## src/rtl/csvp_pkg.sv

```systemverilog
package csvp_pkg;

  localparam logic [7:0] CH_QUOTE = 8'h22;
  localparam logic [7:0] CH_COMMA = 8'h2C;
  localparam logic [7:0] CH_CR    = 8'h0D;
  localparam logic [7:0] CH_LF    = 8'h0A;
  localparam logic [7:0] MARK0    = 8'hEF;
  localparam logic [7:0] MARK1    = 8'hBB;
  localparam logic [7:0] MARK2    = 8'hBF;

  // Byte order mark progress
  localparam logic [1:0] BOM_START = 2'd0;
  localparam logic [1:0] BOM_EF    = 2'd1;
  localparam logic [1:0] BOM_EFBB  = 2'd2;
  localparam logic [1:0] BOM_PAST  = 2'd3;

  localparam logic CMD_BYTE = 1'b0;
  localparam logic CMD_END  = 1'b1;

  typedef enum logic [1:0] {
    TK_DATA  = 2'd0,
    TK_FIELD = 2'd1,
    TK_ROW   = 2'd2,
    TK_ERROR = 2'd3
  } token_kind_t;

  typedef struct packed {
    logic [1:0] bom_stage;
    logic       inside_quotes;
    logic       quote_pending;
    logic       cr_pending;
    logic       field_quoted;
    logic       field_nonempty;
    logic       row_nonempty;
  } parse_state_t;

  typedef struct packed {
    token_kind_t kind;
    logic [7:0]  data;
  } token_t;

  // Tokens produced by one input transaction, in delivery order
  typedef struct packed {
    logic [1:0]       count;
    token_t [2:0]     toks;
  } step_t;

  typedef struct packed {
    parse_state_t st;
    logic         emit;
    token_t       tok;
  } take_t;

  // One text byte against the field and row state; gives at most one token.
  function automatic take_t take_byte(parse_state_t s, logic [7:0] b);
    take_t r;
    logic  done;
    r.st   = s;
    r.emit = 1'b0;
    r.tok  = '{kind: TK_DATA, data: 8'h00};
    done   = 1'b0;
    if (r.st.cr_pending) begin
      r.st.cr_pending = 1'b0;
      if (b == CH_LF) begin
        done = 1'b1;
      end
    end
    if (!done) begin
      if (r.st.quote_pending) begin
        r.st.quote_pending = 1'b0;
        if (b == CH_QUOTE) begin
          r.emit = 1'b1;
          r.tok  = '{kind: TK_DATA, data: CH_QUOTE};
          r.st.field_nonempty = 1'b1;
          done = 1'b1;
        end else begin
          r.st.inside_quotes = 1'b0;
        end
      end else if (r.st.inside_quotes) begin
        if (b == CH_QUOTE) begin
          r.st.quote_pending = 1'b1;
        end else begin
          r.emit = 1'b1;
          r.tok  = '{kind: TK_DATA, data: b};
          r.st.field_nonempty = 1'b1;
        end
        done = 1'b1;
      end
    end
    if (!done) begin
      if (b == CH_QUOTE && !r.st.field_nonempty && !r.st.field_quoted) begin
        r.st.inside_quotes = 1'b1;
        r.st.field_quoted  = 1'b1;
      end else if (b == CH_COMMA) begin
        r.emit = 1'b1;
        r.tok  = '{kind: TK_FIELD, data: 8'h00};
        r.st.field_nonempty = 1'b0;
        r.st.field_quoted   = 1'b0;
        r.st.row_nonempty   = 1'b1;
      end else if (b inside {CH_CR, CH_LF}) begin
        r.emit = 1'b1;
        r.tok  = '{kind: TK_ROW, data: 8'h00};
        r.st.field_nonempty = 1'b0;
        r.st.field_quoted   = 1'b0;
        r.st.row_nonempty   = 1'b0;
        r.st.cr_pending     = (b == CH_CR);
      end else begin
        r.emit = 1'b1;
        r.tok  = '{kind: TK_DATA, data: b};
        r.st.field_nonempty = 1'b1;
      end
    end
    return r;
  endfunction

endpackage

```

## src/rtl/csvp_core.sv

```systemverilog
module csvp_core (
  input  logic                clk,
  input  logic                rst,
  input  logic                fire,
  input  logic                cmd,
  input  logic [7:0]          byte_in,
  output csvp_pkg::step_t     step
);

  csvp_pkg::parse_state_t state;
  csvp_pkg::parse_state_t state_next;

  always_comb begin
    csvp_pkg::parse_state_t st;
    csvp_pkg::take_t        r;
    logic [1:0]             held;
    logic [1:0]             n;
    logic                   replay;
    st         = state;
    r          = '0;
    n          = 2'd0;
    step.toks  = '0;
    replay     = 1'b0;
    if (cmd == csvp_pkg::CMD_BYTE) begin
      if (st.bom_stage == csvp_pkg::BOM_START && byte_in == csvp_pkg::MARK0) begin
        st.bom_stage = csvp_pkg::BOM_EF;
      end else if (st.bom_stage == csvp_pkg::BOM_EF && byte_in == csvp_pkg::MARK1) begin
        st.bom_stage = csvp_pkg::BOM_EFBB;
      end else if (st.bom_stage == csvp_pkg::BOM_EFBB && byte_in == csvp_pkg::MARK2) begin
        st.bom_stage = csvp_pkg::BOM_PAST;
      end else begin
        replay = 1'b1;
      end
    end else begin
      replay = 1'b1;
    end

    // Replay held mark bytes as ordinary text
    held = st.bom_stage;
    if (replay) begin
      st.bom_stage = csvp_pkg::BOM_PAST;
      if (held == csvp_pkg::BOM_EF || held == csvp_pkg::BOM_EFBB) begin
        r  = csvp_pkg::take_byte(st, csvp_pkg::MARK0);
        st = r.st;
        if (r.emit) begin
          step.toks[n] = r.tok;
          n = n + 2'd1;
        end
      end
      if (held == csvp_pkg::BOM_EFBB) begin
        r  = csvp_pkg::take_byte(st, csvp_pkg::MARK1);
        st = r.st;
        if (r.emit) begin
          step.toks[n] = r.tok;
          n = n + 2'd1;
        end
      end
    end

    if (cmd == csvp_pkg::CMD_BYTE) begin
      if (replay) begin
        r  = csvp_pkg::take_byte(st, byte_in);
        st = r.st;
        if (r.emit) begin
          step.toks[n] = r.tok;
          n = n + 2'd1;
        end
      end
    end else begin
      // A trailing quote inside quotes closes the section
      if (st.quote_pending) begin
        st.quote_pending = 1'b0;
        st.inside_quotes = 1'b0;
      end
      if (st.inside_quotes) begin
        step.toks[n] = '{kind: csvp_pkg::TK_ERROR, data: 8'h00};
        n = n + 2'd1;
      end else if (st.field_nonempty || st.row_nonempty || st.field_quoted) begin
        step.toks[n] = '{kind: csvp_pkg::TK_ROW, data: 8'h00};
        n = n + 2'd1;
      end
      st = '0;
    end
    step.count = n;
    state_next = st;
  end

  always_ff @(posedge clk) begin
    if (rst) begin
      state <= '0;
    end else if (fire) begin
      state <= state_next;
    end
  end

endmodule

```

## src/rtl/csvp_out.sv

```systemverilog
module csvp_out (
  input  logic              clk,
  input  logic              rst,
  input  logic              load,
  input  csvp_pkg::step_t   step,
  output logic              can_load,
  output logic              m_axis_tvalid,
  input  logic              m_axis_tready,
  output logic [7:0]        m_axis_tdata,   // out_byte
  output logic [1:0]        m_axis_tuser,   // token_kind
  output logic              m_axis_tlast    // last_of_run
);

  csvp_pkg::token_t [2:0] toks;
  logic [1:0]             cnt;
  logic [1:0]             idx;
  logic                   busy;
  logic                   at_last;
  logic                   m_fire;

  assign at_last       = (idx == cnt - 2'd1);
  assign m_fire        = busy && m_axis_tready;
  assign can_load      = !busy || (m_fire && at_last);
  assign m_axis_tvalid = busy;
  assign m_axis_tdata  = toks[idx].data;
  assign m_axis_tuser  = toks[idx].kind;
  assign m_axis_tlast  = at_last;

  always_ff @(posedge clk) begin
    if (load) begin
      toks <= step.toks;
      cnt  <= step.count;
    end
  end

  always_ff @(posedge clk) begin
    if (rst) begin
      busy <= 1'b0;
      idx  <= 2'd0;
    end else if (load) begin
      busy <= 1'b1;
      idx  <= 2'd0;
    end else if (m_fire) begin
      if (at_last) begin
        busy <= 1'b0;
      end else begin
        idx <= idx + 2'd1;
      end
    end
  end

endmodule

```

## src/rtl/csv_byte_stream_parser.sv

```systemverilog
// CSV byte stream parser.
// Slave channel s_axis: one transaction per text byte (tuser = 0, byte in
// tdata) or one end-of-text marker (tuser = 1, tdata ignored).
// Master channel m_axis: tokens. tuser is the kind (0 data byte, 1 field
// end, 2 field and row end, 3 unterminated quote error), tdata the content
// byte for data tokens and zero otherwise, tlast marks the final token that
// one input transaction produced. A transaction may produce no token.
// Each accepted transaction is registered in the input register; its tokens
// are then loaded into the result register, which drives m_axis.
// Throughput: one input transaction per cycle while each yields at most one
// token and the receiver is ready; a transaction yielding several tokens
// holds the result register until each has passed the single token port.
// A stalled receiver holds the current token; the input register keeps its
// item and s_axis_tready drops until the result register frees.
// Reset (rst, synchronous) clears the parser state and drops any held item
// and pending tokens; s_axis_tready stays low while rst is high and the
// block is ready in the first cycle after reset.
module csv_byte_stream_parser (
  input  logic       clk,
  input  logic       rst,
  input  logic       s_axis_tvalid,
  output logic       s_axis_tready,
  input  logic [7:0] s_axis_tdata,   // text_byte
  input  logic       s_axis_tuser,   // cmd
  output logic       m_axis_tvalid,
  input  logic       m_axis_tready,
  output logic [7:0] m_axis_tdata,   // out_byte
  output logic [1:0] m_axis_tuser,   // token_kind
  output logic       m_axis_tlast    // last_of_run
);

  logic            in_valid;
  logic            in_cmd;
  logic [7:0]      in_byte;
  logic            consume;
  logic            can_load;
  csvp_pkg::step_t step;

  // Advance when the item yields nothing or the result register can take it
  assign consume       = in_valid && (step.count == 2'd0 || can_load);
  assign s_axis_tready = !rst && (!in_valid || consume);

  always_ff @(posedge clk) begin
    if (rst) begin
      in_valid <= 1'b0;
    end else if (s_axis_tready) begin
      in_valid <= s_axis_tvalid;
    end
  end

  always_ff @(posedge clk) begin
    if (s_axis_tready && s_axis_tvalid) begin
      in_cmd  <= s_axis_tuser;
      in_byte <= s_axis_tdata;
    end
  end

  csvp_core u_core (
    .clk     (clk),
    .rst     (rst),
    .fire    (consume),
    .cmd     (in_cmd),
    .byte_in (in_byte),
    .step    (step)
  );

  csvp_out u_out (
    .clk           (clk),
    .rst           (rst),
    .load          (consume && step.count != 2'd0),
    .step          (step),
    .can_load      (can_load),
    .m_axis_tvalid (m_axis_tvalid),
    .m_axis_tready (m_axis_tready),
    .m_axis_tdata  (m_axis_tdata),
    .m_axis_tuser  (m_axis_tuser),
    .m_axis_tlast  (m_axis_tlast)
  );

endmodule
```

## config.mk

```make
export PLATFORM = sky130hd
export DESIGN_NAME = csv_byte_stream_parser
export DESIGN_NICKNAME = d
export VERILOG_FILES = /design/src/rtl/csvp_pkg.sv /design/src/rtl/csvp_core.sv /design/src/rtl/csvp_out.sv /design/src/rtl/csv_byte_stream_parser.sv
export SDC_FILE = /design/constraint.sdc
export NUM_CORES = 1
export LEC_CHECK = 0
export BUFFER_PORTS_ARGS = -buffer_cell sky130_fd_sc_hd__buf_2
export CORE_AREA = 5 5 86 88
export DETAILED_ROUTE_END_ITERATION = 7
export DIE_AREA = 0 0 91 93
export PLACE_DENSITY = 0.76
export SETUP_SLACK_MARGIN = 0.4
export SYNTH_ARGS = -nofsm -noshare
export SYNTH_HDL_FRONTEND = slang
export SYNTH_SLANG_ARGS = --single-unit
```

## constraint.sdc

```tcl
create_clock -name clk -period 8.8 [get_ports clk]
set_clock_uncertainty 0.05 [all_clocks]
set_input_delay 1.32 -clock clk [delete_from_list [all_inputs] [get_ports clk]]
set_output_delay 1.32 -clock clk [all_outputs]
set_load 0.01 [all_outputs]
```

# [After elaboration in Yosys (flattened, before gate mapping)]
# Index checks and enable logic that the tools add are counted.
[classes] addsub=4 n_mul=0 div=0 order_cmp=5 n_eq_ne=12 n_shift=0 muxes=116 n_bitwise=7 n_reduce_logical=33
[ops] cell="30-bit two-way mux" count=8
[ops] cell="11-bit two-way mux" count=15
[ops] cell="10-bit two-way mux" count=7
[ops] cell="30-bit bitwise mux" count=2
[ops] cell="1-bit two-way mux" count=50
[ops] cell="15-bit two-way mux" count=3
[ops] cell="10-bit demux with 2-bit select" count=2
[ops] cell="2-bit two-way mux" count=20
[ops] cell="27-bit bitwise AND" count=1
[ops] cell="27-bit NOT" count=1
[ops] cell="24-bit bitwise AND" count=1
[ops] cell="8-bit == test, second input constant" count=3
[ops] cell="8-bit two-way mux" count=3
[ops] cell="24-bit NOT" count=1
[ops] cell="10-bit binary-select mux with 2-bit select" count=1
[ops] cell="6-bit two-way mux" count=3
[ops] cell="8-bit by 4-bit == test with 1-bit output, second input constant" count=2
[ops] cell="8-bit by 6-bit == test with 1-bit output, second input constant" count=2
[ops] cell="14-bit two-way mux" count=1
[ops] cell="1-bit logical AND" count=13
[ops] cell="13-bit two-way mux" count=1
[ops] cell="2-bit by 3-bit < comparator with 1-bit output, second input constant" count=3
[ops] cell="2-bit nonzero test" count=4
[ops] cell="2-bit by 1-bit adder with 2-bit output, second input constant" count=3
[ops] cell="13 further kinds" count=27
[totals] reg_bits=53 latchBits=0 mem_bits_rw=0 rom_bits=0 inputBits=13 out_inout_bits=13 elab_cells=196 n_memories=0

# [Longest topological paths before layout]
[depth] depth_word=42 mapped_depth=16

# [By module]
# Synthesis repeated with hierarchy kept, for this count alone.
[unflattened] cells_unflattened=306 hier_area_um2=3078.0
[modules_own_cells] mod="csvp_out" n_inst=1 cells_per_inst=87 area_per_inst_um2=1385.1
[modules_own_cells] mod="csvp_core" n_inst=1 cells_per_inst=200 area_per_inst_um2=1342.5
[modules_own_cells] mod="csv_byte_stream_parser" n_inst=1 cells_per_inst=19 area_per_inst_um2=350.3

# [Worst setup path after synthesis]
# OpenSTA, ideal clock, no wires.
[synth_timing] kind="reg-to-reg" startpoint="register in_cmd" endpoint="register u_out.cnt[0], enable pin" t_arrival_ps=4234 slack_ps=4095 stages_incl_launch_ff=16 n_path_buf=2 synth_period_minus_slack_ps=4705 path_cell_list="edfxtp_1 > clkbuf_1 > nand3b_1 > nor2_1 > nand2_1 > o22ai_1 > ha_1 > clkbuf_1 > nand2b_1 > o211ai_1 > o221a_1 > a21boi_4 > or3_1 > and3_1 > o21ai_2 > nor2_1"
[synth_lines] element="from (decl)" line="csv_byte_stream_parser.sv:33" rtl="logic in_cmd;"
[synth_lines] element="from (signal assigned)" line="csv_byte_stream_parser.sv:53" rtl="in_cmd <= s_axis_tuser;"
[synth_lines] element="to (signal assigned)" line="csvp_out.sv:32" rtl="cnt <= step.count;"
[synth_lines] element="to (decl)" line="csvp_out.sv:15" rtl="logic [1:0] cnt;"

==> key figures <==
Timing
  – RSZ-0062 raised after global routing: no
  – Min Hold Slack: 0.448 ns
  – Setup TNS: 0 ns
  – Slew at the pin with the worst max-slew slack: 0.899 ns
  – Setup violators final: 0
  – Slew Viols, Final: 0
  – Final Critical Period: 5.57 ns
  – FMAX: 0.179 GHz
  – Ratio of final minimum period to clock period: 0.633
  – Max transition margin: 0.401
  – Final hold violation count: 0

Placed design
  – Post-DP HPWL: 4.86 mm
  – # port buffers: 25
  – Placer Congestion: 0.860

Worst setup path
  – Critical path arrival: 4.20 ns
  – Reg2reg end: u_core.state[0]
  – Worst R2R Path Depth: 13
  – CP required: 7.43 ns
  – CP Class: flip-flop to output port
  – R2R setup slack: 4.15 ns
  – Worst R2R Start: in_cmd
  – Critical Path Sink: s_axis_tready
  – Critical path peak fanout: 19
  – Startpoint Class: flip-flop
  – Crit end category: output port
  – Critical Path Source: in_cmd

Synthesis
  – Asr flop ratio synth: 0
  – Top FF cell, synth: edfxtp_1
  – Post-synthesis register bit count: 53
  – Post-synth EDFFs: 41
  – Syn Nets: 338
  – Synthesis Warnings: 0
  – Sequential element share of the synthesized area: 0.471
  – Synth top area share: 0.394
  – Cell count after synthesis: 323
  – Synth unique cells: 63
  – Synth area leader: edfxtp_1
  – Mapped Avg Cell Area: 9.68 um2
  – Synth area leaders: edfxtp_1 39%, dfxtp_1 7.7%, nand2_1 4.7%
  – Mapped Area: 3130 um2
  – Count leader, synth: edfxtp_1
  – Synth cell count leaders: 41 x edfxtp_1, 39 x nand2_1, 39 x nor2_1

Global routing
  – Vias in the first global route: 2329
  – Total Routing Usage GR: 0.163
  – Largest net degree at the start of global routing: 33
  – First-pass GRT wire length: 11.3 mm
  – Initial antenna violation count: 0
  – Total grt overflow: 0

Clock tree
  – Num CTS Buffers: 5
  – Clock sink count: 53
  – Root Driver: clkbuf_8
  – H-Tree Level Count: 2
  – CTS tree: yes
  – Clock Tree Buf Depth: 2
  – Hold-fix buffers, CTS: 0
  – # Post-CTS Setup Buffers: 0
  – Worst-Skew Late Latency: 0.31 ns
  – Post-CTS sizing: 0
  – CTS clk-pin slew, worst paths: 0.09 ns

Floorplanning
  – Std-Cell Rows: 30
  – Ports: 26
  – DIE AREA: 8460 um2
  – Core area: 6570 um2
  – Die W: 91 um
  – Die height: 93 um
  – Initial Utilization: 0.476

Detailed routing
  – DRT Pass-1 Iters: 4
  – Vias per inst: 5.73
  – Post-DR wirelength/cell: 15.8 um
  – Residual DRC: 0
  – DRT Wirelength: 6.64 mm
  – Iteration-0 DRC Markers: 224
  – Routed Antenna Nets: 0
  – Routed vias: 2412

Flow run
  – Max Cap Viol: 0

Final layout
  – Nets: 355
  – Layout cell share with drive strength beyond 1: 0.132
  – # diodes: 0
  – Fin util: 0.517
  – P&R area growth vs syn: 8.69%

Min path
  – Hold Crit Class: flip-flop to flip-flop

Power and ir drop
  – Worst VDD drop: 103 uV
  – Overall power: 0.540 mW
  – Leak: 1.25 nW
  – Pwr dens: 159 nW/um2

Run status
  – Outcome: complete, no violations
-- cell usage in the layout (no fill, tap or decap), drive strengths merged, types with 3 or more instances in the layout --
cell type	netlist	layout
and3	3	3
nand2	39	39
dfxtp	12	12
clkbuf	9	6
mux2i	12	12
nor3	4	4
nand3b	3	3
o21ai	34	34
nor2	39	39
nand4bb	3	3
a21boi	3	3
inv	10	10
nand3	8	8
a211oi	5	5
nor2b	5	5
a32oi	3	3
buf	7	26
o21a	7	7
xnor2	3	3
a21oi	14	14
nor4b	3	3
o31ai	4	4
nand2b	13	13
edfxtp	41	41
-- metal layers --
metal,wire length [um],share of wire,track usage
met5,0,0,0
met4,98,0.015,0.0526
met3,406,0.061,0.0354
met2,3110,0.47,0.265
met1,3020,0.46,0.217
-- per-stage QoR --
stage	setup WS [ns]	cell area, um2	std cells
2_1_floorplan	4.09	3130	323
3_3_place_gp	3.80	3290	413
3_5_place_dp	3.63	3290	413
4_1_cts	3.27	3400	421
5_1_grt	2.96	3400	421
6_report	3.23	3400	421
-- where the power goes --
part	leakage [nW]	internal [mW]	total [mW]	switching, mW
clock	0.0554	0.0854	0.165	0.0793
sequential	0.492	0.285	0.295	0.00982
combinational	0.701	0.0306	0.0808	0.0502
total	1.25	0.401	0.540	0.139
-- layout make-up --
class                      instances  area (um2)
clock inverter                     2        38.8
sequential                        53        1470
fill                             591        3170
multi-input combinational        244        1540
clock buffer                       6        72.6
inverter                          10        37.5
tap                               80         100
timing repair buffer              26         133
-- state kept, by name (all words and copies together) (netlist names) --
register / count
u_out.idx: 2
in_valid: 1
in_byte: 8
in_cmd: 1
u_out.toks: 30
u_out.cnt: 2
u_out.m_axis_tvalid: 1
u_core.state: 8
-- critical path: stages (launching register included) --
cell      delay [ns]
edfxtp_1        0.67
nand3b_1        0.30
nor2_1          0.42
o211a_1         0.23
o22ai_1         0.09
ha_1            0.32
nand2b_1        0.24
o211ai_1        0.13
o221a_1         0.26
a21boi_4        0.10
or3_1           0.32
and3_1          0.20
o21ai_2         0.32
o21ba_1         0.16
buf_2           0.12
-- cells by family (layout without fill, tap and decap cells) --
logic type | after synthesis | in the layout | synth area share
compound gates | 93 | 93 | 0.207
fa+ha+maj | 2 | 2 | 0.00801
flops | 53 | 53 | 0.471
simple gates | 131 | 131 | 0.222
buf+inv | 26 | 44 | 0.0360
mux | 13 | 13 | 0.0420
xor+xnor | 5 | 5 | 0.0140
-- how the worst min path moves through the flow --
stage / startpoint / to / slack, ns / depth (start not counted)
5_1_grt: u_core.state[0] / u_core.state[0] / 0.47 / 2
2_1_floorplan: u_core.state[0] / u_core.state[0] / 0.40 / 2
4_1_cts: u_core.state[0] / u_core.state[0] / 0.45 / 2
6_report: u_core.state[0] / u_core.state[0] / 0.45 / 2
3_3_place_gp: u_core.state[0] / u_core.state[0] / 0.42 / 2
3_5_place_dp: u_core.state[0] / u_core.state[0] / 0.44 / 2
No activity file was read; power rests on OpenSTA's default activity.
